[config.mk]
export PLATFORM = sky130hd
export DESIGN_NAME = ppw_index
export DESIGN_NICKNAME = d
export VERILOG_FILES = /design/src/assert_macros.svh /design/src/ppw_pkg.sv /design/src/ppw_index.sv
export SDC_FILE = /design/constraint.sdc
export NUM_CORES = 1
export LEC_CHECK = 0
export BUFFER_PORTS_ARGS = -buffer_cell sky130_fd_sc_hd__buf_2
export CAP_MARGIN = 20
export CELL_PAD_IN_SITES_DETAIL_PLACEMENT = 1
export CELL_PAD_IN_SITES_GLOBAL_PLACEMENT = 1
export CORE_MARGIN = 8
export CORE_UTILIZATION = 53
export CTS_BUF_LIST = sky130_fd_sc_hd__clkbuf_4 sky130_fd_sc_hd__clkbuf_8
export DETAILED_ROUTE_END_ITERATION = 10
export GPL_ROUTABILITY_DRIVEN = 0
export HOLD_SLACK_MARGIN = 0.1
export PLACE_DENSITY_LB_ADDON = 0.1
export SLEW_MARGIN = 20
export SYNTH_ARGS = -nofsm -noshare
export SYNTH_HDL_FRONTEND = slang
export SYNTH_SLANG_ARGS = --single-unit
[constraint.sdc]
create_clock -name clk -period 19.3 [get_ports clk]
set_input_delay 2.895 -clock clk [delete_from_list [all_inputs] [get_ports clk]]
set_output_delay 2.895 -clock clk [all_outputs]
set_load 0.02 [all_outputs]
[src/assert_macros.svh]
// ----------------------------------------------------------------------------
// Assertion macros
// Shared concurrent assertion wrappers, clocked on clk and disabled in reset.
// ----------------------------------------------------------------------------
`ifndef ASSERT_MACROS_SVH
`define ASSERT_MACROS_SVH

// A property that must hold at every rising edge outside reset.
`define ASSERT_PROP(label, prop, msg) \
    label: assert property (@(posedge clk) disable iff (!rst_n) prop) \
        else $error(msg);

// A condition that must never be true outside reset.
`define ASSERT_NEVER(label, cond, msg) \
    `ASSERT_PROP(label, !(cond), msg)

`endif

[src/ppw_pkg.sv]
// ----------------------------------------------------------------------------
// Packed pixel window package
// Types, sizes, codes and helper functions shared by the pixel access block.
// ----------------------------------------------------------------------------
`timescale 1ns / 1ps

package ppw_pkg;

    localparam int STORE_BYTES = 65536;
    localparam int COORD_BITS  = 16;
    localparam int PIXEL_BITS  = 32;
    localparam int BPP_BITS    = 6;
    localparam int CFG_BITS    = 16;
    localparam int CFG_IDX_BITS = 3;

    localparam int ADDR_BITS   = $clog2(STORE_BYTES);
    localparam int LANES       = PIXEL_BITS / 8;
    localparam int LANE_BITS   = $clog2(LANES);
    localparam int WORD_BITS   = ADDR_BITS - LANE_BITS;
    localparam int WORD_DEPTH  = (STORE_BYTES + LANES - 1) / LANES;
    localparam int NB_BITS     = LANE_BITS + 1;
    localparam int SUB_BITS    = 3;

    localparam int FB_BITS     = COORD_BITS + 2;
    localparam int ROW_BITS    = FB_BITS + 1;
    localparam int PROD_BITS   = ROW_BITS + COORD_BITS;
    localparam int IDX_BITS    = PROD_BITS + 1;

    localparam logic [CFG_IDX_BITS-1:0] REG_BPP    = 3'd0;
    localparam logic [CFG_IDX_BITS-1:0] REG_LEFT   = 3'd1;
    localparam logic [CFG_IDX_BITS-1:0] REG_TOP    = 3'd2;
    localparam logic [CFG_IDX_BITS-1:0] REG_RIGHT  = 3'd3;
    localparam logic [CFG_IDX_BITS-1:0] REG_BOTTOM = 3'd4;

    localparam logic [BPP_BITS-1:0] BPP_RESET = 6'd8;

    localparam logic [1:0] ST_OK      = 2'd0;
    localparam logic [1:0] ST_OUTSIDE = 2'd1;
    localparam logic [1:0] ST_BEYOND  = 2'd2;

    localparam logic FUNC_WRITE = 1'b1;

    typedef enum logic [2:0] {
        S_IDLE,
        S_WIN,
        S_MUL,
        S_IDX,
        S_ISSUE,
        S_MERGE,
        S_DONE
    } state_t;

    typedef enum logic [2:0] {
        DEPTH_1,
        DEPTH_2,
        DEPTH_4,
        DEPTH_8,
        DEPTH_16,
        DEPTH_24,
        DEPTH_32
    } depth_t;

    typedef struct packed {
        logic rd_en;
        logic wr_full;
        logic wr_merge;
    } lane_ctrl_t;

    function automatic depth_t decode_depth(input logic [BPP_BITS-1:0] bpp);
        depth_t d;
        unique case (bpp)
            6'd1:    d = DEPTH_1;
            6'd2:    d = DEPTH_2;
            6'd4:    d = DEPTH_4;
            6'd16:   d = DEPTH_16;
            6'd24:   d = DEPTH_24;
            6'd32:   d = DEPTH_32;
            default: d = DEPTH_8;
        endcase
        return d;
    endfunction

    function automatic logic is_sub_byte(input depth_t d);
        return (d == DEPTH_1) || (d == DEPTH_2) || (d == DEPTH_4);
    endfunction

    function automatic logic [NB_BITS-1:0] pixel_bytes(input depth_t d);
        logic [NB_BITS-1:0] nb;
        unique case (d)
            DEPTH_16: nb = NB_BITS'(2);
            DEPTH_24: nb = NB_BITS'(3);
            DEPTH_32: nb = NB_BITS'(4);
            default:  nb = NB_BITS'(1);
        endcase
        return nb;
    endfunction

    // Byte that holds column c: floor(c * depth / 8).
    function automatic logic [FB_BITS-1:0] floor_byte(input logic [COORD_BITS-1:0] c,
                                                      input depth_t d);
        logic [FB_BITS-1:0] cw;
        logic [FB_BITS-1:0] fb;
        cw = FB_BITS'(c);
        unique case (d)
            DEPTH_1:  fb = cw >> 3;
            DEPTH_2:  fb = cw >> 2;
            DEPTH_4:  fb = cw >> 1;
            DEPTH_16: fb = cw << 1;
            DEPTH_24: fb = (cw << 1) + cw;
            DEPTH_32: fb = cw << 2;
            default:  fb = cw;
        endcase
        return fb;
    endfunction

endpackage

[src/ppw_index.sv]
// ----------------------------------------------------------------------------
// Pixel byte index pipeline
// Three register stages: window check, row offset multiply, index add and bound.
// ----------------------------------------------------------------------------
`timescale 1ns / 1ps

module ppw_index
    import ppw_pkg::*;
(
    input  logic                  clk,
    input  depth_t                depth,
    input  logic [COORD_BITS-1:0] left_x,
    input  logic [COORD_BITS-1:0] top_y,
    input  logic [COORD_BITS-1:0] right_x,
    input  logic [COORD_BITS-1:0] bottom_y,
    input  logic [COORD_BITS-1:0] pos_x,
    input  logic [COORD_BITS-1:0] pos_y,
    output logic [ADDR_BITS-1:0]  idx,
    output logic [1:0]            idx_status
);

    logic                  outside_reg;
    logic                  outside_next;
    logic [FB_BITS-1:0]    dfx_reg;
    logic [FB_BITS-1:0]    dfx_next;
    logic [ROW_BITS-1:0]   row_reg;
    logic [ROW_BITS-1:0]   row_next;
    logic [COORD_BITS-1:0] dy_reg;
    logic [COORD_BITS-1:0] dy_next;

    logic                  outside2_reg;
    logic [FB_BITS-1:0]    dfx2_reg;
    logic [PROD_BITS-1:0]  prod_reg;
    logic [PROD_BITS-1:0]  prod_next;

    logic [ADDR_BITS-1:0]  idx_reg;
    logic [ADDR_BITS-1:0]  idx_next;
    logic [1:0]            status_reg;
    logic [1:0]            status_next;

    logic [FB_BITS-1:0]    fb_left;
    logic [IDX_BITS-1:0]   idx_sum;
    logic [IDX_BITS-1:0]   idx_last;
    logic [NB_BITS-1:0]    nb;

    always_comb
    begin
        nb           = pixel_bytes(depth);
        fb_left      = floor_byte(left_x, depth);
        outside_next = (pos_x < left_x) || (pos_x > right_x) ||
                       (pos_y < top_y) || (pos_y > bottom_y);
        dfx_next     = floor_byte(pos_x, depth) - fb_left;
        row_next     = ROW_BITS'(floor_byte(right_x, depth)) - ROW_BITS'(fb_left)
                       + ROW_BITS'(nb);
        dy_next      = pos_y - top_y;
    end

    always_comb
    begin
        prod_next = PROD_BITS'(row_reg) * PROD_BITS'(dy_reg);
    end

    always_comb
    begin
        idx_sum  = IDX_BITS'(dfx2_reg) + IDX_BITS'(prod_reg);
        idx_last = idx_sum + IDX_BITS'(nb) - IDX_BITS'(1);
        idx_next = idx_sum[ADDR_BITS-1:0];
        if (outside2_reg)
        begin
            status_next = ST_OUTSIDE;
        end
        else if (idx_last >= IDX_BITS'(STORE_BYTES))
        begin
            status_next = ST_BEYOND;
        end
        else
        begin
            status_next = ST_OK;
        end
    end

    always_ff @(posedge clk)
    begin
        outside_reg  <= outside_next;
        dfx_reg      <= dfx_next;
        row_reg      <= row_next;
        dy_reg       <= dy_next;
        outside2_reg <= outside_reg;
        dfx2_reg     <= dfx_reg;
        prod_reg     <= prod_next;
        idx_reg      <= idx_next;
        status_reg   <= status_next;
    end

    assign idx        = idx_reg;
    assign idx_status = status_reg;

endmodule

==> summary.txt <==
STA
  • Max Slew Vio Count: 0
  • Least-Margin Pin Slew: roughly 1.1 ns
  • Max transition margin: 27.1%
  • Final period utilization: 43.6%
  • Fin crit period: 8.41 ns
  • Skew final: 0.0183 ns
  • Setup TNS: 0 ns
  • RSZ-0062 raised after global routing: no
  • Hold Fails Final Rpt: 0
  • Fmax: approximately 120 MHz
  • Setup-failing EPs final: 0
  • WHS: 0.330 ns

Die
  • Cell Rows: 76
  • Core footprint: between 40000 and 50000 sq um
  • DIE HEIGHT: 225 um
  • Initial Util: 53.7%
  • Die W: 225 um
  • Top-Level Pins: 118
  • Die area: ~51000 sq um

Layout
  • Max reg flops: 35
  • Layout cells sized above 1: 6.87%
  • Area growth, synth to finish: 6.44%
  • Final-stage net count: approximately 3.6k
  • Filler cell count: 5305
  • Non-Filler Instances: 3511

Min path
  • Worst hold stages: 0
  • Worst hold path type: reg -> reg

Setup path
  • Worst setup SP type: primary input
  • R2R depth: 22
  • Crit path DAT: 8.84 ns
  • Critical path class: in -> reg
  • Crit. End Element: register
  • Critical Path RT: 19.74 ns
  • Crit-path max FO: 68

Placed design
  • PortBufs: 117
  • DP Cell Count: between 3k and 4k
  • DP HPWL: 59900 um

Yosys
  • Synth cell types: 85
  • Asr flop ratio synth: 0%
  • Post-synthesis sequential area ratio: 10.9%
  • Syn Nets: 3527
  • Main flop type after synthesis: dfxtp_1
  • Mapped Cells: 2857
  • Synth Warn #: 0
  • Mapped Area: 23100 sq um
  • EDFF count, synth: 0
  • Synthesized area per cell: 8.09 sq um
  • Yosys reg bits: around 130

Clock network
  • Worst skew pair latency: 0.52 ns
  • Post-CTS Setup Repair Bufs: 0
  • Reg clk slew, reported paths: around 0.08 ns
  • Post-CTS sizing: 0
  • CTS Hold Bufs: 0
  • CTS tree: built
  • H-tree levels: 4
  • Root Driver: clkbuf_8
  • Cts bufs inserted: 17
  • Clock Path Buffers: 2
  • CTS sink count: between 100 and 150

Global routing
  • Vias in the first global route: 23.1k
  • Initial antenna violation count: 1
  • First-pass GRT wire length: 119000 um
  • Largest net degree at the start of global routing: 69
  • Gr usage total: 29.4%
  • Grt ovf: 0

Route
  • # DRC: 0
  • Drt initial violations: between 1k and 1.5k
  • Drt first pass iters: 5
  • DR vias/cell: 5.97
  • Final ANT Viol Nets: 0
  • Vias: 20.9k
  • Overall routed net length: 74400 um
  • Routed wire per std cell: 21.2 um

Run status
  • Status: finished, final reports clean

Run
  • Maxcap violations: 0
kinds of logic (layout without fill, tap and decap cells):
kind of cell | count (synthesis) | after routing | share of synthesized area, %
flops | 126 | 126 | 10.9
compound gates | 634 | 634 | 17.8
other cells | 0 | 1 | 0
xor+xnor | 141 | 141 | 5.55
mux | 23 | 23 | 1.33
buf+inv | 559 | 627 | 9.09
fa+ha+maj | 572 | 572 | 38.9
simple gates | 802 | 802 | 16.4
routing by layer:
| layer | GRT usage [%] | up-vias | part of all wire, % |
|---|---|---|---|
| li1 | - | 9604 | - |
| met1 | 34.5 | 10400 | 40 |
| met2 | 53.6 | 711 | 51 |
| met3 | 4.17 | 183 | 5.4 |
| met4 | 11.2 | 0 | 3.2 |
| met5 | 0 | - | 0 |
cell usage in the layout, fill, tap and decap left out, drive strengths merged, types with 18 or more instances in the layout:
| master | count |
|---|---|
| inv | 472 |
| ha | 324 |
| nand2 | 320 |
| fa | 246 |
| a21oi | 175 |
| nor2 | 152 |
| and2 | 144 |
| o21ai | 141 |
| buf | 127 |
| dfxtp | 126 |
| xnor2 | 96 |
| xor2 | 44 |
| a21o | 44 |
| o21a | 38 |
| nand3 | 37 |
| nor3 | 31 |
| a211oi | 30 |
| o21bai | 28 |
| a31oi | 28 |
| nor2b | 25 |
| nand2b | 19 |
| a221oi | 19 |
| clkbuf | 19 |
| and3 | 18 |
| o211ai | 18 |
worst max-delay path, cell delays in order:
cell and delay [ns]:
buf_2 0.08, buf_4 0.57, nand2_1 0.85, o21ai_0 0.71, inv_1 0.14, fa_1 0.55, inv_1 0.05, ha_1 0.32
nor2b_1 0.15, o21ai_1 0.17, a21boi_0 0.15, o21ai_0 0.23, a21boi_0 0.15, o21ai_0 0.22, nand2b_1 0.14, and4_1 0.26
or3_1 0.42, a31o_2 0.23, o41ai_1 0.31, xor2_1 0.22
cells in the mapped netlist, types with 30 or more instances:
library cell	n	area (sq um)
inv_1	466	1750
ha_1	324	4050
nand2_1	320	1200
fa_1	246	4920
a21oi_1	173	866
nor2_1	152	571
and2_1	144	901
o21ai_0	134	671
dfxtp_1	126	2520
xnor2_1	94	823
clkbuf_1	77	289
xor2_1	43	377
a21o_1	41	308
o21a_1	38	285
nand3_1	37	185
a211oi_1	30	225
nor3_1	30	150
cell type report:
type | instances | area [sq um] | area share, %
clock buffer | 19 | 255 | 1.04
sequential | 126 | 2520 | 10.3
multi-input combinational | 2172 | 18500 | 75.2
timing repair buffer | 127 | 661 | 2.68
tap | 585 | 732 | 2.97
inverter | 468 | 1760 | 7.14
antenna | 1 | 2.50 | 0.0102
clock inverter | 13 | 179 | 0.727
worst paths after layout:
kind / start / endpoint / slack, ns
setup / recovery: depth[0] / row_reg[18] / 10.89
hold / removal: dfx_reg[3] / dfx2_reg[3] / 0.33
hold reg to reg: dfx_reg[3] / dfx2_reg[3] / 0.33
setup reg to reg: row_reg[11] / prod_reg[33] / 11.71
through the flow:
step,instance area (sq um),utilization [%],setup WS [ns]
after CTS,24600,57.1,11.00
after floorplan,23100,-,11.74
after global placement,24200,56.1,10.71
final,24600,57.1,10.89
after global routing,24600,57.1,10.38
after detailed placement,24200,56.1,10.46
Power is left out: the tool's default activity adds up to more than one toggle a clock period on the data nets, which glitch-free logic cannot reach.
